File: config.mk
export PLATFORM = sky130hd
export DESIGN_NAME = binary_fixed_point_to_decimal_digits_unit
export DESIGN_NICKNAME = d
export VERILOG_FILES = /design/src/rtl/core/bfpdd_pkg.sv /design/src/rtl/core/binary_fixed_point_to_decimal_digits_unit.sv
export SDC_FILE = /design/constraint.sdc
export NUM_CORES = 1
export LEC_CHECK = 0
export BUFFER_PORTS_ARGS = -buffer_cell sky130_fd_sc_hd__buf_2
export CAP_MARGIN = 20
export CORE_AREA = 2 2 164 166
export CTS_CLUSTER_DIAMETER = 60
export DETAILED_ROUTE_END_ITERATION = 7
export DIE_AREA = 0 0 166 168
export GPL_ROUTABILITY_DRIVEN = 0
export GPL_TIMING_DRIVEN = 0
export PLACE_DENSITY = 0.77
export RECOVER_POWER = 100
export SLEW_MARGIN = 20
export SYNTH_ARGS = -nofsm -noshare
export SYNTH_HDL_FRONTEND = slang
export SYNTH_SLANG_ARGS = --single-unit
File: constraint.sdc
create_clock -name clk -period 5.87 [get_ports clk]
set_input_delay 1.761 -clock clk [delete_from_list [all_inputs] [get_ports clk]]
set_output_delay 1.761 -clock clk [all_outputs]
set_load 0.05 [all_outputs]
File: src/rtl/core/bfpdd_pkg.sv
// ----------------------------------------------------------------------------
// bfpdd_pkg
// Shared constants and types of the binary fixed-point to decimal digits unit.
// ----------------------------------------------------------------------------
package bfpdd_pkg;

    localparam int INT_BITS   = 64;
    localparam int FRAC_BITS  = 32;
    localparam int BCD_DIGITS = 20;

    localparam int BCD_W   = 4 * BCD_DIGITS;
    localparam int ICNT_W  = $clog2(INT_BITS + 1);
    localparam int FCNT_W  = $clog2(FRAC_BITS + 1);
    localparam int FIDX_W  = (FRAC_BITS > 1) ? $clog2(FRAC_BITS) : 1;
    localparam int DCNT_W  = $clog2(BCD_DIGITS + 1);
    localparam int LIMIT_W = 7;

    localparam logic [1:0] SYM_ZERO  = 2'd0;
    localparam logic [1:0] SYM_ONE   = 2'd1;
    localparam logic [1:0] SYM_POINT = 2'd2;
    localparam logic [1:0] SYM_BAD   = 2'd3;

    localparam logic [LIMIT_W-1:0] LIMIT_ALL = '1;  // -1: one digit per fraction bit

    typedef enum logic [5:0] {
        ST_COLLECT = 6'b000001,
        ST_CONVERT = 6'b000010,
        ST_SKIP    = 6'b000100,
        ST_INT     = 6'b001000,
        ST_POINT   = 6'b010000,
        ST_FRAC    = 6'b100000
    } state_t;

endpackage

File: src/rtl/core/binary_fixed_point_to_decimal_digits_unit.sv
// ----------------------------------------------------------------------------
// binary_fixed_point_to_decimal_digits_unit
// Collects a binary numeral symbol by symbol and emits its decimal digits:
// integer part by bit-serial double dabble, fraction by repeated times ten.
// ----------------------------------------------------------------------------
//  channel | signals                                   | direction
//  --------+-------------------------------------------+----------
//  input   | in_valid, in_stall, symbol, last_symbol   | in
//  output  | out_valid, out_stall, digit, is_point,    | out
//          | error, last_result                        |
//  config  | cfg_we, cfg_wdata                         | in
//
//  symbols are taken one per cycle until the last one of a numeral
//  then double dabble converts one integer bit per cycle, leading zero digits
//  are dropped, and the words go out through the output register
//  a bad numeral gives a single error word after its last symbol
//  reset clears the numeral state and sets the digit limit to -1
//  out_stall holds the output register; the sequencer waits on it
// ----------------------------------------------------------------------------
module binary_fixed_point_to_decimal_digits_unit
    import bfpdd_pkg::*;
(
    input  logic               clk,
    input  logic               rst_n,
    input  logic               in_valid,
    output logic               in_stall,
    input  logic [1:0]         symbol,
    input  logic               last_symbol,
    output logic               out_valid,
    input  logic               out_stall,
    output logic [3:0]         digit,
    output logic               is_point,
    output logic               error,
    output logic               last_result,
    input  logic               cfg_we,
    input  logic [LIMIT_W-1:0] cfg_wdata
);

    state_t               state_reg, state_next;
    logic [LIMIT_W-1:0]   limit_reg;
    logic [INT_BITS-1:0]  int_reg, int_next;
    logic [FRAC_BITS-1:0] frac_reg, frac_next;
    logic [ICNT_W-1:0]    icnt_reg, icnt_next;
    logic [FCNT_W-1:0]    fcnt_reg, fcnt_next;
    logic                 point_reg, point_next;
    logic                 ovf_reg, ovf_next;
    logic [ICNT_W-1:0]    conv_cnt_reg, conv_cnt_next;
    logic [DCNT_W-1:0]    dig_cnt_reg, dig_cnt_next;
    logic [LIMIT_W-1:0]   frac_left_reg, frac_left_next;
    logic [BCD_W-1:0]     bcd_reg, bcd_next;

    logic                 out_valid_reg, out_valid_next;
    logic [3:0]           digit_reg, digit_next;
    logic                 is_point_reg, is_point_next;
    logic                 error_reg, error_next;
    logic                 last_reg, last_next;

    logic                 slot_free;
    logic                 load_out;
    logic                 clear;
    logic [FIDX_W-1:0]    frac_idx;
    logic [BCD_W-1:0]     bcd_adj;
    logic [LIMIT_W-1:0]   limit_eff;
    logic                 frac_go;
    logic [FRAC_BITS+3:0] prod;

    assign in_stall  = (state_reg != ST_COLLECT);
    assign slot_free = !out_valid_reg || !out_stall;
    // first fraction bit lands at the msb, so the fraction stays left aligned
    assign frac_idx  = FIDX_W'(FRAC_BITS - 1) - fcnt_reg[FIDX_W-1:0];

    assign limit_eff = (limit_reg == LIMIT_ALL) ? LIMIT_W'(fcnt_reg) : limit_reg;
    assign frac_go   = (frac_reg != '0) && !limit_eff[LIMIT_W-1] && (limit_eff != '0);
    assign prod      = ({4'd0, frac_reg} << 3) + ({4'd0, frac_reg} << 1);

    always_comb
    begin
        for (int d = 0; d < BCD_DIGITS; d++)
        begin
            bcd_adj[d*4 +: 4] = (bcd_reg[d*4 +: 4] >= 4'd5) ? bcd_reg[d*4 +: 4] + 4'd3
                                                            : bcd_reg[d*4 +: 4];
        end
    end

    always_comb
    begin
        state_next     = state_reg;
        int_next       = int_reg;
        frac_next      = frac_reg;
        icnt_next      = icnt_reg;
        fcnt_next      = fcnt_reg;
        point_next     = point_reg;
        ovf_next       = ovf_reg;
        conv_cnt_next  = conv_cnt_reg;
        dig_cnt_next   = dig_cnt_reg;
        frac_left_next = frac_left_reg;
        bcd_next       = bcd_reg;
        load_out       = 1'b0;
        clear          = 1'b0;
        digit_next     = 4'd0;
        is_point_next  = 1'b0;
        error_next     = 1'b0;
        last_next      = 1'b0;

        unique case (state_reg)
            ST_COLLECT:
            begin
                if (in_valid)
                begin
                    case (symbol)
                        SYM_POINT:
                        begin
                            if (point_reg)
                            begin
                                ovf_next = 1'b1;
                            end
                            point_next = 1'b1;
                        end
                        SYM_BAD:
                        begin
                            ovf_next = 1'b1;
                        end
                        default:
                        begin
                            if (point_reg)
                            begin
                                if (fcnt_reg >= FCNT_W'(FRAC_BITS))
                                begin
                                    ovf_next = 1'b1;
                                end
                                else
                                begin
                                    frac_next[frac_idx] = symbol[0];
                                    fcnt_next           = fcnt_reg + 1'b1;
                                end
                            end
                            else
                            begin
                                if (icnt_reg >= ICNT_W'(INT_BITS))
                                begin
                                    ovf_next = 1'b1;
                                end
                                else
                                begin
                                    int_next  = {int_reg[INT_BITS-2:0], symbol[0]};
                                    icnt_next = icnt_reg + 1'b1;
                                end
                            end
                        end
                    endcase

                    if (last_symbol)
                    begin
                        if (ovf_next)
                        begin
                            // error word goes out through the point state, in place of the point
                            state_next = ST_POINT;
                        end
                        else
                        begin
                            bcd_next      = '0;
                            conv_cnt_next = ICNT_W'(INT_BITS);
                            state_next    = ST_CONVERT;
                        end
                    end
                end
            end
            ST_CONVERT:
            begin
                bcd_next      = {bcd_adj[BCD_W-2:0], int_reg[INT_BITS-1]};
                int_next      = {int_reg[INT_BITS-2:0], 1'b0};
                conv_cnt_next = conv_cnt_reg - 1'b1;
                if (conv_cnt_reg == ICNT_W'(1))
                begin
                    dig_cnt_next = DCNT_W'(BCD_DIGITS);
                    state_next   = ST_SKIP;
                end
            end
            ST_SKIP:
            begin
                // drop leading zero digits, keep at least one
                if ((bcd_reg[BCD_W-1 -: 4] == 4'd0) && (dig_cnt_reg > DCNT_W'(1)))
                begin
                    bcd_next     = {bcd_reg[BCD_W-5:0], 4'd0};
                    dig_cnt_next = dig_cnt_reg - 1'b1;
                end
                else
                begin
                    state_next = ST_INT;
                end
            end
            ST_INT:
            begin
                if (slot_free)
                begin
                    load_out     = 1'b1;
                    digit_next   = bcd_reg[BCD_W-1 -: 4];
                    bcd_next     = {bcd_reg[BCD_W-5:0], 4'd0};
                    dig_cnt_next = dig_cnt_reg - 1'b1;
                    if (dig_cnt_reg == DCNT_W'(1))
                    begin
                        if (frac_go)
                        begin
                            frac_left_next = limit_eff;
                            state_next     = ST_POINT;
                        end
                        else
                        begin
                            last_next  = 1'b1;
                            clear      = 1'b1;
                            state_next = ST_COLLECT;
                        end
                    end
                end
            end
            ST_POINT:
            begin
                if (slot_free)
                begin
                    load_out = 1'b1;
                    if (ovf_reg)
                    begin
                        error_next = 1'b1;
                        last_next  = 1'b1;
                        clear      = 1'b1;
                        state_next = ST_COLLECT;
                    end
                    else
                    begin
                        is_point_next = 1'b1;
                        state_next    = ST_FRAC;
                    end
                end
            end
            ST_FRAC:
            begin
                if (slot_free)
                begin
                    load_out       = 1'b1;
                    digit_next     = prod[FRAC_BITS+3:FRAC_BITS];
                    frac_next      = prod[FRAC_BITS-1:0];
                    frac_left_next = frac_left_reg - 1'b1;
                    if ((prod[FRAC_BITS-1:0] == '0) || (frac_left_reg == LIMIT_W'(1)))
                    begin
                        last_next  = 1'b1;
                        clear      = 1'b1;
                        state_next = ST_COLLECT;
                    end
                end
            end
            default:
            begin
                state_next = ST_COLLECT;
            end
        endcase

        if (clear)
        begin
            int_next   = '0;
            frac_next  = '0;
            icnt_next  = '0;
            fcnt_next  = '0;
            point_next = 1'b0;
            ovf_next   = 1'b0;
        end
    end

    always_comb
    begin
        if (load_out)
        begin
            out_valid_next = 1'b1;
        end
        else if (out_stall)
        begin
            out_valid_next = out_valid_reg;
        end
        else
        begin
            out_valid_next = 1'b0;
        end
    end

    always_ff @(posedge clk or negedge rst_n)
    begin
        if (!rst_n)
        begin
            state_reg     <= ST_COLLECT;
            limit_reg     <= LIMIT_ALL;
            int_reg       <= '0;
            frac_reg      <= '0;
            icnt_reg      <= '0;
            fcnt_reg      <= '0;
            point_reg     <= 1'b0;
            ovf_reg       <= 1'b0;
            conv_cnt_reg  <= '0;
            dig_cnt_reg   <= '0;
            frac_left_reg <= '0;
            out_valid_reg <= 1'b0;
        end
        else
        begin
            state_reg     <= state_next;
            if (cfg_we)
            begin
                limit_reg <= cfg_wdata;
            end
            int_reg       <= int_next;
            frac_reg      <= frac_next;
            icnt_reg      <= icnt_next;
            fcnt_reg      <= fcnt_next;
            point_reg     <= point_next;
            ovf_reg       <= ovf_next;
            conv_cnt_reg  <= conv_cnt_next;
            dig_cnt_reg   <= dig_cnt_next;
            frac_left_reg <= frac_left_next;
            out_valid_reg <= out_valid_next;
        end
    end

    always_ff @(posedge clk)
    begin
        bcd_reg <= bcd_next;
        if (load_out)
        begin
            digit_reg    <= digit_next;
            is_point_reg <= is_point_next;
            error_reg    <= error_next;
            last_reg     <= last_next;
        end
    end

    assign out_valid   = out_valid_reg;
    assign digit       = digit_reg;
    assign is_point    = is_point_reg;
    assign error       = error_reg;
    assign last_result = last_reg;

    // an error word stands alone and carries nothing else
    assert property (@(posedge clk) disable iff (!rst_n)
        (out_valid && error) |-> (last_result && !is_point && (digit == 4'd0)))
    else $error("error word with stray fields");

    // a point is always followed by at least one fraction digit
    assert property (@(posedge clk) disable iff (!rst_n)
        (out_valid && is_point) |-> (!last_result && (digit == 4'd0)))
    else $error("point word closes numeral or carries a digit");

    // every digit word is a decimal digit
    assert property (@(posedge clk) disable iff (!rst_n)
        out_valid |-> (digit <= 4'd9))
    else $error("digit out of decimal range");

    // no new symbols are taken while the previous numeral is converted
    assert property (@(posedge clk) disable iff (!rst_n)
        (in_valid && !in_stall && last_symbol) |=> in_stall)
    else $error("symbol taken during conversion");

endmodule
[After elaboration in Yosys (flattened, before gate mapping)]
Index checks and enable logic that the tools add are counted.
Storage, ports and cells
  word-level logic and storage cells: 254
  output and inout port bits: 9
  register bits: 231
  bits of input ports: 15
Cells by class
  add/subtract/negate cells: 27
  eq/ne operators: 37
  mux-type cells: 111
  $lt $le $gt $ge: 25
  reductions and logical operators: 37
Operators with widths (number)
  80-bit 2-to-1 mux: 5
  64-bit 2-to-1 mux: 5
  80-bit case mux with 4 select lines: 1
  32-bit 2-to-1 mux: 6
  64-bit case mux with 2 select lines: 1
  7-bit 2-to-1 mux: 14
  6-bit 2-to-1 mux: 16
  4-bit 2-to-1 mux: 21
  4-bit by 3-bit greater-or-equal comparator with 1-bit output (second input constant): 20
  4-bit by 2-bit adder with 4-bit output (second input constant): 19
  32-bit case mux with 2 select lines: 1
  35-bit by 33-bit adder with 36-bit output: 1
  6-bit case mux with 6 select lines: 1
  32-bit bitwise mux: 1
  32-bit zero test: 1
  32-bit nonzero test: 1
  2-bit != test (second input constant): 14
  7-bit case mux with 2 select lines: 2
  1-bit 2-to-1 mux: 26
  5-bit 2-to-1 mux: 5
  3-bit != test (second input constant): 7
  5-bit AND reduction: 4
  5-bit case mux with 3 select lines: 1
  7-bit by 1-bit equality test with 1-bit output (second input constant): 2
  other kinds (42): 62

[Longest topological paths before layout]
Gate-level depths: netlist of run 1.
  depth after elaboration: 12
  gate-level depth with buffers: 14
  mapped depth without buffers: 12

[Least setup slack after synthesis of run 1]
OpenSTA, ideal clock, no wires.
  path type: input-to-reg
  start point: input port symbol[1]
  end point: register bcd_reg[0], enable pin
  library setup time: 0.566 ns
  path slack: -1.684 ns
  stages: 5
  path buffers: 0
  data required time: 5.304 ns
  arrival time: 6.988 ns
  path through: mux2_2 > o21a_1 > nor2_1 > nand4_1 > a31oi_1
Between the ends
  word-level cells in the longest chain between the ends: 6
  elaborated cells between the ends (all ways): 7
  those cells by class: eq/ne (3); mux (3); reduce/logical (1)
Ends and longest elaborated chain
  start, declared: RTL line binary_fixed_point_to_decimal_digits_unit.sv:27  | input logic [1:0] symbol,
  2-bit equality test: RTL line binary_fixed_point_to_decimal_digits_unit.sv:110  | case (symbol)
  1-bit case mux with 2 select lines *: RTL line binary_fixed_point_to_decimal_digits_unit.sv:110
  1-bit 2-to-1 mux *: RTL line binary_fixed_point_to_decimal_digits_unit.sv:108  | if (in_valid)
  1-bit 2-to-1 mux *: RTL line binary_fixed_point_to_decimal_digits_unit.sv:105  | unique case (state_reg)
  2-bit != test (no line) *
  6-bit AND reduction (no line) *
  end signal, assigned: RTL line binary_fixed_point_to_decimal_digits_unit.sv:323  | bcd_reg <= bcd_next;
  end, declared: RTL line binary_fixed_point_to_decimal_digits_unit.sv:50  | logic [BCD_W-1:0] bcd_reg, bcd_next;
Mark *: on every way between the ends. The rest lies on a longest branch, timed or not. The select of a mux whose other input is x is not followed.
A chain may end at the register's enable or synchronous reset.

[Final worst setup path of run 1]
  start point: register frac_reg[13]
  end point: register frac_reg[8]
Between the ends
  word-level cells in the longest chain between the ends: 9
  elaborated cells between the ends (all ways): 20
  those cells by class: add/sub (1); eq/ne (5); mux (7); reduce/logical (7)
Ends and longest elaborated chain
  start, declared: RTL line binary_fixed_point_to_decimal_digits_unit.sv:42  | logic [FRAC_BITS-1:0] frac_reg, frac_next;
  start signal, assigned: RTL line binary_fixed_point_to_decimal_digits_unit.sv:309  | frac_reg <= frac_next;
  parallel branches: the longest is 6 deep, another holds 35-bit by 33-bit adder with 36-bit output
  1-bit case mux with 3 select lines *: RTL line binary_fixed_point_to_decimal_digits_unit.sv:105
  3-bit != test (no line) / 3-bit nonzero test (equally long branches)
  6-bit AND reduction (no line)
Every way passes the cells marked *.

==> report_table.html, run 1 <==
<table>
<tr><th>Metric</th><th>Value</th></tr>
<tr><th colspan="2">Run status</th></tr>
<tr><td>Status</td><td>finished, violations left</td></tr>
<tr><td>Violations in the final reports</td><td>max-capacitance violations, max-slew violations</td></tr>
<tr><th colspan="2">Synth</th></tr>
<tr><td>Number of instances in the synthesized netlist</td><td>1742</td></tr>
<tr><td>Post-synth ARST share</td><td>62.3%</td></tr>
<tr><td>Post-Syn Area</td><td>15000 sq um</td></tr>
<tr><td>Synth top area share</td><td>22.7%</td></tr>
<tr><td>Number of enable-type register cells in the synthesized netlist</td><td>87</td></tr>
<tr><td>Count leader, synth</td><td>sky130_fd_sc_hd__nand2_1</td></tr>
<tr><td>Most used flip-flop cell after synthesis</td><td>sky130_fd_sc_hd__dfrtp_1</td></tr>
<tr><td>Syn avg cell area</td><td>8.62 sq um</td></tr>
<tr><td>Synth cell types</td><td>79</td></tr>
<tr><td>Number of warnings printed during yosys synthesis</td><td>0</td></tr>
<tr><td>Biggest area consumer among synthesized cells</td><td>sky130_fd_sc_hd__dfrtp_1</td></tr>
<tr><td>Most frequent cells after synthesis</td><td>sky130_fd_sc_hd__nand2_1 (259), sky130_fd_sc_hd__a21oi_1 (198), sky130_fd_sc_hd__o21ai_0 (156)</td></tr>
<tr><td>Top post-synthesis cells by area</td><td>sky130_fd_sc_hd__dfrtp_1 (23%), sky130_fd_sc_hd__edfxtp_1 (17%), sky130_fd_sc_hd__ha_1 (6.8%)</td></tr>
<tr><td>Number of flip-flops and latches in the synthesized netlist</td><td>231</td></tr>
<tr><td>Post-Synthesis Net Count</td><td>1840</td></tr>
<tr><td>Sequential element share of the synthesized area</td><td>41.4%</td></tr>
<tr><th colspan="2">STA</th></tr>
<tr><td>RSZ-0062 raised after global routing</td><td>no</td></tr>
<tr><td>Post-layout minimum cycle time</td><td>5.08 ns</td></tr>
<tr><td>Final period utilization</td><td>86.5%</td></tr>
<tr><td>Final Hold Viols</td><td>0</td></tr>
<tr><td>Slew at the pin with the worst max-slew slack</td><td>2.54 ns</td></tr>
<tr><td>Finish-stage setup viols</td><td>0</td></tr>
<tr><td>Peak clock frequency supported by timing</td><td>0.197 GHz</td></tr>
<tr><td>Worst Clk Skew</td><td>0.0198 ns</td></tr>
<tr><td>Tightest slew margin relative to the limit</td><td>-69.1%</td></tr>
<tr><td>Max Transition Viols Final</td><td>43</td></tr>
<tr><th colspan="2">Placed design</th></tr>
<tr><td>Number of I/O port buffers</td><td>22</td></tr>
<tr><td>Total instance count after detailed placement</td><td>2110</td></tr>
<tr><td>Post-DP HPWL</td><td>27300 um</td></tr>
<tr><th colspan="2">Drt</th></tr>
<tr><td>First-pass iteration count of the detailed router</td><td>6</td></tr>
<tr><td>DRC violations left</td><td>0</td></tr>
<tr><td>Antenna Violating Nets Remaining</td><td>0</td></tr>
<tr><td>Total via count after detailed routing</td><td>13536</td></tr>
<tr><td>Average detailed-routed wire length per instance</td><td>18.1 um</td></tr>
<tr><td>Drt total wl</td><td>39000 um</td></tr>
<tr><td>Vias per std cell</td><td>6.27</td></tr>
<tr><td>Starting DRC count in detailed routing</td><td>1285</td></tr>
<tr><th colspan="2">Hold path</th></tr>
<tr><td>Hold worst-path end</td><td>conv_cnt_reg[1]</td></tr>
<tr><td>Hold Path Depth</td><td>2</td></tr>
<tr><td>Launch point of the worst hold path</td><td>conv_cnt_reg[1]</td></tr>
<tr><td>Min-delay worst type</td><td>flop to flop</td></tr>
<tr><th colspan="2">Cells and area</th></tr>
<tr><td>Number of flip-flops under the largest register name</td><td>80</td></tr>
<tr><td>Final net count</td><td>1895</td></tr>
<tr><td>Antenna cell count</td><td>0</td></tr>
<tr><td>Finished Core Util</td><td>62.4%</td></tr>
<tr><td>Area delta synth-&gt;final</td><td>9.55%</td></tr>
<tr><td>Cell Count, Final, Fillers Out</td><td>2158</td></tr>
<tr><td>Layout cell share with drive strength beyond 1</td><td>4.95%</td></tr>
<tr><th colspan="2">Die</th></tr>
<tr><td>Die Span X</td><td>166 um</td></tr>
<tr><td>Number of placed I/O pins</td><td>24</td></tr>
<tr><td>Row cnt</td><td>60</td></tr>
<tr><td>Initial core utilization</td><td>57.0%</td></tr>
<tr><td>CORE AREA</td><td>26400 sq um</td></tr>
<tr><td>Die area</td><td>27900 sq um</td></tr>
<tr><td>Die boundary height</td><td>168 um</td></tr>
<tr><th colspan="2">Worst setup path</th></tr>
<tr><td>Critical Path RT</td><td>6.26 ns</td></tr>
<tr><td>Critical R2R Launch</td><td>frac_reg[13]</td></tr>
<tr><td>Crit path launch type</td><td>flop</td></tr>
<tr><td>Reg-to-reg slack, setup</td><td>0.79 ns</td></tr>
<tr><td>Endpoint class of the critical path</td><td>flop</td></tr>
<tr><td>Number of cells on the worst reg-to-reg path</td><td>13</td></tr>
<tr><td>Critical path arrival</td><td>5.47 ns</td></tr>
<tr><td>Critical path peak fanout</td><td>10</td></tr>
<tr><td>Capturing point of the worst reg2reg path</td><td>frac_reg[8]</td></tr>
<tr><td>Critical path class</td><td>flop to flop</td></tr>
<tr><th colspan="2">GRT</th></tr>
<tr><td>Global-route wire length before repair</td><td>64000 um</td></tr>
<tr><td>Largest net degree at the start of global routing</td><td>103</td></tr>
<tr><td>Number of antenna violations at the first check in global routing</td><td>0</td></tr>
<tr><td>M3 GR Usage</td><td>4.00%</td></tr>
<tr><td>Global routing's busiest layer</td><td>met2</td></tr>
<tr><td>Tot GR Track Use</td><td>27.3%</td></tr>
<tr><td>Overall overflow remaining after global route</td><td>0</td></tr>
<tr><td>Via count of the first global-routing pass</td><td>12945</td></tr>
<tr><td>Met1 track demand over resource in global routing</td><td>36.7%</td></tr>
<tr><td>M2 GR Usage</td><td>45.7%</td></tr>
<tr><th colspan="2">Power</th></tr>
<tr><td>Switching Fraction</td><td>37.1%</td></tr>
<tr><td>Clock network fraction of total power</td><td>30.9%</td></tr>
<tr><td>Ratio of total power to cell area</td><td>343 nW/um^2</td></tr>
<tr><td>Net switching power</td><td>2090 uW</td></tr>
<tr><td>Cell leakage power</td><td>0.00634 uW</td></tr>
<tr><td>Fraction of power consumed by combinational cells</td><td>31.1%</td></tr>
<tr><td>Reg power frac</td><td>38.0%</td></tr>
<tr><td>Cell-internal power</td><td>3550 uW</td></tr>
<tr><td>Maximum ir drop on the vdd rail</td><td>0.288 mV</td></tr>
<tr><th colspan="2">Clocking</th></tr>
<tr><td>TritonCTS Buffers</td><td>26</td></tr>
<tr><td>Worst-case clock buffer depth</td><td>3</td></tr>
<tr><td>Level count of the clock H-tree</td><td>1</td></tr>
<tr><td>Clock insertion delay at the later pin of the skew report</td><td>0.54 ns</td></tr>
<tr><td>Cts-stage hold buffer count</td><td>0</td></tr>
<tr><td>Clock tree root driver cell</td><td>sky130_fd_sc_hd__clkbuf_16</td></tr>
<tr><td>TritonCTS sink count</td><td>231</td></tr>
<tr><td>Clock-pin slew reported for the worst setup and hold paths after clock tree synthesis</td><td>0.07 ns</td></tr>
<tr><td>Resized Gates After CTS</td><td>0</td></tr>
<tr><td>Number of post-CTS setup repair buffers</td><td>0</td></tr>
<tr><td>CTS tree</td><td>yes</td></tr>
<tr><th colspan="2">Job</th></tr>
<tr><td>Number of violations of the max-capacitance limit</td><td>1</td></tr>
</table>
## routing by layer
| layer | vias up | wire (um) |
|---|---|---|
| met5 | - | 0 |
| met4 | 0 | 1260 |
| met3 | 110 | 2720 |
| met2 | 517 | 18300 |
| met1 | 6473 | 16700 |
| li1 | 6436 | - |
## layout by cell type (no fill, tap or decap), types with 22 or more instances in the layout
master,count
sky130_fd_sc_hd__nor3_1,27
sky130_fd_sc_hd__nand3_1,58
sky130_fd_sc_hd__o21ai_0,161
sky130_fd_sc_hd__o22ai_1,28
sky130_fd_sc_hd__nand2b_1,25
sky130_fd_sc_hd__inv_1,67
sky130_fd_sc_hd__ha_1,82
sky130_fd_sc_hd__a21oi_1,198
sky130_fd_sc_hd__dfrtp_1,136
sky130_fd_sc_hd__edfxtp_1,87
sky130_fd_sc_hd__nor3b_1,43
sky130_fd_sc_hd__clkbuf_16,27
sky130_fd_sc_hd__nand2_1,259
sky130_fd_sc_hd__clkbuf_1,97
sky130_fd_sc_hd__nor2_1,121
sky130_fd_sc_hd__o31ai_1,22
sky130_fd_sc_hd__xnor2_1,31
sky130_fd_sc_hd__nor2b_1,24
## critical path: stages, from the launching register on
cell                       delay [ns]
sky130_fd_sc_hd__dfrtp_1         0.46
sky130_fd_sc_hd__ha_1            0.33
sky130_fd_sc_hd__clkbuf_1        0.38
sky130_fd_sc_hd__nand2_1         0.26
sky130_fd_sc_hd__nor4_1          0.38
sky130_fd_sc_hd__a21boi_0        0.76
sky130_fd_sc_hd__o21ai_0         0.24
sky130_fd_sc_hd__a21boi_0        0.32
sky130_fd_sc_hd__o221a_2         0.25
sky130_fd_sc_hd__nand4_1         0.17
sky130_fd_sc_hd__o21ai_0         0.43
sky130_fd_sc_hd__buf_6           0.23
sky130_fd_sc_hd__clkbuf_1        0.52
sky130_fd_sc_hd__o21ai_1         0.18
## stage by stage
stage	hold slack (ns)	area [sq um]	TNS, ns	total power, uW	setup WS (ns)
detailed placement	0.491	15700	0	3940	1.60
global route	0.529	16500	0	5930	0.624
CTS	0.503	16600	0	5690	1.51
global placement	0.490	15600	-92.86	3850	-1.16
finish	0.505	16500	0	5650	0.792
floorplan	0.469	15000	0	3420	0.258
## cells by family (layout without fill, tap and decap cells)
family	after synthesis	count (layout)	share of synthesized area (%)
AND/OR/NAND/NOR	657	657	21.2
AO/OA/AOI/OAI	548	548	21.8
flip-flops	231	231	41.4
buffers and inverters	159	234	4.55
adder cells (fa/ha/maj)	83	83	6.96
XOR/XNOR	47	47	2.74
multiplexers	17	17	1.22
## power by group through the flow
stage | clock, uW | sequential, uW | combinational (uW)
final | 1750 | 2150 | 1750
after CTS | 1760 | 2140 | 1790
after global placement | 0 | 2170 | 1680
after detailed placement | 0 | 2170 | 1770
after global routing | 1830 | 2170 | 1930
after floorplan | 0 | 2160 | 1260
## how the worst max path moves through the flow
stage	from	end	slack, ns
after CTS	frac_reg[8]	int_reg[0]	1.51
after detailed placement	out_stall	int_reg[0]	1.60
after floorplan	symbol[1]	bcd_reg[0]	0.26
final	frac_reg[13]	frac_reg[8]	0.79
after global routing	frac_reg[13]	frac_reg[9]	0.62
after global placement	symbol[1]	bcd_reg[42]	-1.16
## layout make-up
type | instances | area, sq um
Clock buffer | 35 | 726
Timing Repair Buffer | 27 | 173
Inverter | 68 | 255
Buffer | 91 | 358
Fill cell | 2194 | 9900
Sequential cell | 231 | 6230
Tap cell | 341 | 427
Clock inverter | 13 | 196
Multi-Input combinational cell | 1352 | 8090
Note: power is estimated with default switching activity, not from simulation.
==> inputs of run 2 (changes only) <==
--- a/config.mk
+++ b/config.mk
@@ -5,12 +5,14 @@
 export SDC_FILE = /design/constraint.sdc
 export NUM_CORES = 1
 export LEC_CHECK = 0
+export ABC_AREA = 1
 export BUFFER_PORTS_ARGS = -buffer_cell sky130_fd_sc_hd__buf_2
 export CAP_MARGIN = 20
-export CORE_AREA = 2 2 164 166
+export CORE_AREA = 2 2 168 170
 export CTS_CLUSTER_DIAMETER = 60
+export CTS_CLUSTER_SIZE = 20
 export DETAILED_ROUTE_END_ITERATION = 7
-export DIE_AREA = 0 0 166 168
+export DIE_AREA = 0 0 170 172
 export GPL_ROUTABILITY_DRIVEN = 0
 export GPL_TIMING_DRIVEN = 0
 export PLACE_DENSITY = 0.77
==> report_table.html, run 2 <==
<table>
<tr><th>Metric</th><th>Value</th></tr>
<tr><th colspan="2">Clocking</th></tr>
<tr><td>Clock tree root driver cell</td><td>sky130_fd_sc_hd__clkbuf_16 (unchanged)</td></tr>
<tr><td>Level count of the clock H-tree</td><td>1 (unchanged)</td></tr>
<tr><td>TritonCTS Buffers</td><td>25 (was 26)</td></tr>
<tr><td>Resized Gates After CTS</td><td>0 (unchanged)</td></tr>
<tr><td>Clock insertion delay at the later pin of the skew report</td><td>0.55 ns (was 0.54 ns)</td></tr>
<tr><td>TritonCTS sink count</td><td>231 (unchanged)</td></tr>
<tr><td>CTS tree</td><td>yes (unchanged)</td></tr>
<tr><td>Cts-stage hold buffer count</td><td>0 (unchanged)</td></tr>
<tr><td>Worst-case clock buffer depth</td><td>3 (unchanged)</td></tr>
<tr><td>Clock-pin slew reported for the worst setup and hold paths after clock tree synthesis</td><td>0.07 ns (about the same)</td></tr>
<tr><td>Number of post-CTS setup repair buffers</td><td>0 (unchanged)</td></tr>
<tr><th colspan="2">Synth</th></tr>
<tr><td>Top post-synthesis cells by area</td><td>sky130_fd_sc_hd__dfrtp_1 (22%), sky130_fd_sc_hd__edfxtp_1 (17%), sky130_fd_sc_hd__nand2_1 (14%) (was sky130_fd_sc_hd__dfrtp_1 (23%), sky130_fd_sc_hd__edfxtp_1 (17%), sky130_fd_sc_hd__ha_1 (6.8%))</td></tr>
<tr><td>Post-Syn Area</td><td>15800 sq um (was 15000 sq um)</td></tr>
<tr><td>Number of enable-type register cells in the synthesized netlist</td><td>87 (unchanged)</td></tr>
<tr><td>Count leader, synth</td><td>sky130_fd_sc_hd__nand2_1 (unchanged)</td></tr>
<tr><td>Synth cell types</td><td>49 (was 79)</td></tr>
<tr><td>Number of flip-flops and latches in the synthesized netlist</td><td>231 (unchanged)</td></tr>
<tr><td>Sequential element share of the synthesized area</td><td>39.5% (was 41.4%)</td></tr>
<tr><td>Biggest area consumer among synthesized cells</td><td>sky130_fd_sc_hd__dfrtp_1 (unchanged)</td></tr>
<tr><td>Most used flip-flop cell after synthesis</td><td>sky130_fd_sc_hd__dfrtp_1 (unchanged)</td></tr>
<tr><td>Post-synth ARST share</td><td>62.3% (unchanged)</td></tr>
<tr><td>Syn avg cell area</td><td>7.57 sq um (was 8.62 sq um)</td></tr>
<tr><td>Post-Synthesis Net Count</td><td>2180 (was 1840)</td></tr>
<tr><td>Synth top area share</td><td>21.6% (was 22.7%)</td></tr>
<tr><td>Most frequent cells after synthesis</td><td>sky130_fd_sc_hd__nand2_1 (588), sky130_fd_sc_hd__inv_1 (269), sky130_fd_sc_hd__nor2_1 (210) (was sky130_fd_sc_hd__nand2_1 (259), sky130_fd_sc_hd__a21oi_1 (198), sky130_fd_sc_hd__o21ai_0 (156))</td></tr>
<tr><td>Number of instances in the synthesized netlist</td><td>2082 (was 1742)</td></tr>
<tr><td>Number of warnings printed during yosys synthesis</td><td>0 (unchanged)</td></tr>
<tr><th colspan="2">GRT</th></tr>
<tr><td>Overall overflow remaining after global route</td><td>0 (unchanged)</td></tr>
<tr><td>Tot GR Track Use</td><td>26.6% (was 27.3%)</td></tr>
<tr><td>Largest net degree at the start of global routing</td><td>85 (was 103)</td></tr>
<tr><td>Number of antenna violations at the first check in global routing</td><td>1 (was 0)</td></tr>
<tr><td>Via count of the first global-routing pass</td><td>13314 (was 12945)</td></tr>
<tr><td>Global-route wire length before repair</td><td>64100 um (was 64000 um)</td></tr>
<tr><th colspan="2">Drt</th></tr>
<tr><td>First-pass iteration count of the detailed router</td><td>7 (was 6)</td></tr>
<tr><td>Average detailed-routed wire length per instance</td><td>15.4 um (was 18.1 um)</td></tr>
<tr><td>Total via count after detailed routing</td><td>14122 (was 13536)</td></tr>
<tr><td>Starting DRC count in detailed routing</td><td>1311 (was 1285)</td></tr>
<tr><td>Total met3 wirelength after detailed routing</td><td>2000 um (was 2720 um)</td></tr>
<tr><td>Top metal layer carrying routed signals</td><td>met5 (was met4)</td></tr>
<tr><td>Met2 routed WL</td><td>17700 um (was 18300 um)</td></tr>
<tr><td>Vias per std cell</td><td>5.64 (was 6.27)</td></tr>
<tr><td>Wire length the detailed router placed on met1</td><td>17700 um (was 16700 um)</td></tr>
<tr><td>Antenna Violating Nets Remaining</td><td>0 (unchanged)</td></tr>
<tr><td>DRC violations left</td><td>0 (unchanged)</td></tr>
<tr><td>Drt total wl</td><td>38500 um (was 39000 um)</td></tr>
<tr><th colspan="2">STA</th></tr>
<tr><td>Peak clock frequency supported by timing</td><td>0.216 GHz (was 0.197 GHz)</td></tr>
<tr><td>Worst Clk Skew</td><td>0.0314 ns (was 0.0198 ns)</td></tr>
<tr><td>RSZ-0062 raised after global routing</td><td>no (unchanged)</td></tr>
<tr><td>Post-layout minimum cycle time</td><td>4.64 ns (was 5.08 ns)</td></tr>
<tr><td>Tightest slew margin relative to the limit</td><td>-128% (was -69.1%)</td></tr>
<tr><td>Summed negative setup slack over all endpoints</td><td>0 ns (unchanged)</td></tr>
<tr><td>Finish-stage setup viols</td><td>0 (unchanged)</td></tr>
<tr><td>Final period utilization</td><td>79.0% (was 86.5%)</td></tr>
<tr><td>Final Hold Viols</td><td>0 (unchanged)</td></tr>
<tr><td>Slew at the pin with the worst max-slew slack</td><td>3.43 ns (was 2.54 ns)</td></tr>
<tr><td>Hold WS</td><td>0.481 ns (was 0.505 ns)</td></tr>
<tr><td>Max Transition Viols Final</td><td>61 (was 43)</td></tr>
<tr><th colspan="2">Cells and area</th></tr>
<tr><td>Cell Count, Final, Fillers Out</td><td>2504 (was 2158)</td></tr>
<tr><td>Number of flip-flops under the largest register name</td><td>80 (unchanged)</td></tr>
<tr><td>Layout cell share with drive strength beyond 1</td><td>6.86% (was 4.95%)</td></tr>
<tr><td>Final net count</td><td>2237 (was 1895)</td></tr>
<tr><td>Commonest non-fill, non-tap cell in the layout</td><td>sky130_fd_sc_hd__nand2_1 (unchanged)</td></tr>
<tr><td>Area delta synth-&gt;final</td><td>7.76% (was 9.55%)</td></tr>
<tr><td>Antenna cell count</td><td>0 (unchanged)</td></tr>
<tr><td>Commonest cells after routing, fill and taps aside</td><td>sky130_fd_sc_hd__nand2_1 (604), sky130_fd_sc_hd__inv_1 (271), sky130_fd_sc_hd__nor2_1 (210), sky130_fd_sc_hd__o21ai_0 (139), sky130_fd_sc_hd__dfrtp_1 (136) (was sky130_fd_sc_hd__nand2_1 (259), sky130_fd_sc_hd__a21oi_1 (198), sky130_fd_sc_hd__o21ai_0 (161), sky130_fd_sc_hd__dfrtp_1 (136), sky130_fd_sc_hd__nor2_1 (121))</td></tr>
<tr><th colspan="2">Placed design</th></tr>
<tr><td>Post-DP HPWL</td><td>28600 um (was 27300 um)</td></tr>
<tr><td>Number of I/O port buffers</td><td>22 (unchanged)</td></tr>
<tr><td>Total instance count after detailed placement</td><td>2458 (was 2110)</td></tr>
<tr><th colspan="2">Worst setup path</th></tr>
<tr><td>Endpoint class of the critical path</td><td>flop (unchanged)</td></tr>
<tr><td>Critical Path RT</td><td>6.29 ns (was 6.26 ns)</td></tr>
<tr><td>Crit path launch type</td><td>flop (unchanged)</td></tr>
<tr><td>Critical path peak fanout</td><td>10 (unchanged)</td></tr>
<tr><td>Critical path class</td><td>flop to flop (unchanged)</td></tr>
<tr><td>Critical path arrival</td><td>5.06 ns (was 5.47 ns)</td></tr>
<tr><th colspan="2">Run status</th></tr>
<tr><td>Violations in the final reports</td><td>max-capacitance violations, max-slew violations (unchanged)</td></tr>
<tr><td>Status</td><td>finished, violations left (unchanged)</td></tr>
<tr><th colspan="2">Power</th></tr>
<tr><td>Ratio of total power to cell area</td><td>466 nW/um^2 (was 343 nW/um^2)</td></tr>
<tr><td>Maximum ir drop on the vdd rail</td><td>0.294 mV (was 0.288 mV)</td></tr>
<tr><td>Cell leakage power</td><td>0.00811 uW (was 0.00634 uW)</td></tr>
<tr><td>Total Power Consumption</td><td>7920 uW (was 5650 uW)</td></tr>
<tr><th colspan="2">Die</th></tr>
<tr><td>Die Span X</td><td>170 um (was 166 um)</td></tr>
<tr><td>Initial core utilization</td><td>57.4% (was 57.0%)</td></tr>
<tr><td>Number of placed I/O pins</td><td>24 (unchanged)</td></tr>
<tr><td>Die area</td><td>29200 sq um (was 27900 sq um)</td></tr>
<tr><td>CORE AREA</td><td>27500 sq um (was 26400 sq um)</td></tr>
<tr><td>Row cnt</td><td>61 (was 60)</td></tr>
<tr><td>Die boundary height</td><td>172 um (was 168 um)</td></tr>
<tr><th colspan="2">Job</th></tr>
<tr><td>Number of violations of the max-capacitance limit</td><td>1 (unchanged)</td></tr>
<tr><th colspan="2">Hold path</th></tr>
<tr><td>Min-delay worst type</td><td>flop to flop (unchanged)</td></tr>
</table>
[run 2: layout make-up]
cell class              instances  area [sq um]
clock inverters                20           240
flip-flops and latches        231          6230
clock buffers                  26           651
fillers                      2442         10500
well taps                     346           433
repair buffers                 30           151
inverters                     281          1060
plain buffers                  72           367
multi-input cells            1498          7860
[run 2: final timing paths]
check	startpoint	to	slack, ns	cells past startpoint
min reg2reg	int_reg[40]	int_reg[40]	0.48	2
max reg2reg	frac_reg[2]	int_reg[57]	1.23	27
min	int_reg[40]	int_reg[40]	0.48	2
min in group asynchronous	rst_n	frac_reg[7]	2.38	1
max	frac_reg[2]	int_reg[57]	1.23	27
max in group asynchronous	rst_n	state_reg[2]	1.56	1
[run 2: worst max-delay path, stage by stage, from the launching register on]
cell	delay (ns)
sky130_fd_sc_hd__dfrtp_1	0.48
sky130_fd_sc_hd__ha_1	0.25
sky130_fd_sc_hd__inv_1	0.07
sky130_fd_sc_hd__fa_1	0.41
sky130_fd_sc_hd__inv_1	0.11
sky130_fd_sc_hd__nand3_1	0.10
sky130_fd_sc_hd__nand2_1	0.15
sky130_fd_sc_hd__nand2_1	0.07
sky130_fd_sc_hd__nand2_1	0.09
sky130_fd_sc_hd__nand2_1	0.09
sky130_fd_sc_hd__nand2_1	0.10
sky130_fd_sc_hd__nand2_1	0.08
sky130_fd_sc_hd__nand2_1	0.07
sky130_fd_sc_hd__nand2_1	0.05
sky130_fd_sc_hd__nand2_1	0.12
sky130_fd_sc_hd__nand2_1	0.07
sky130_fd_sc_hd__nor2_1	0.10
sky130_fd_sc_hd__nand3_1	0.10
sky130_fd_sc_hd__nand2_1	0.12
sky130_fd_sc_hd__nand2_1	0.12
sky130_fd_sc_hd__nand2_1	0.19
sky130_fd_sc_hd__clkinvlp_2	0.42
sky130_fd_sc_hd__nand3_1	0.20
sky130_fd_sc_hd__nand3_1	0.16
sky130_fd_sc_hd__clkbuf_1	0.27
sky130_fd_sc_hd__clkbuf_1	0.31
sky130_fd_sc_hd__nand2_1	0.12
sky130_fd_sc_hd__o21ai_0	0.09
[run 2: metrics by stage]
stage	setup slack (ns)	util (%)	instance area [sq um]
floorplan	0.404	-	15800
global placement	-0.973	59.4	16300
detailed placement	1.70	59.8	16400
CTS	1.77	63.0	17300
global route	0.829	61.8	17000
finish	1.23	61.8	17000
[run 2: cells by family (layout without fill, tap and decap cells)]
logic type	after synthesis	in the layout	share of synthesized area, %
buffers and inverters	353	429	9.30
adders and majority gates	83	83	6.64
and+or+nand+nor	1025	1025	27.4
muxes	4	4	0.286
xor gates and xnor gates	51	51	2.83
DFF	231	231	39.5
AOI/OAI and AO/OA	335	335	14.0
[run 2: report_power, final]
group	switching [uW]	internal, uW
sequential	388	2340
clock	771	904
combinational	2440	1080
[run 2: metal layers]
layer | up-vias | global-route usage (%)
met5 | - | 0
met4 | 2 | 8.58
met3 | 81 | 2.79
met2 | 423 | 44.1
met1 | 6610 | 37.1
li1 | 7006 | -
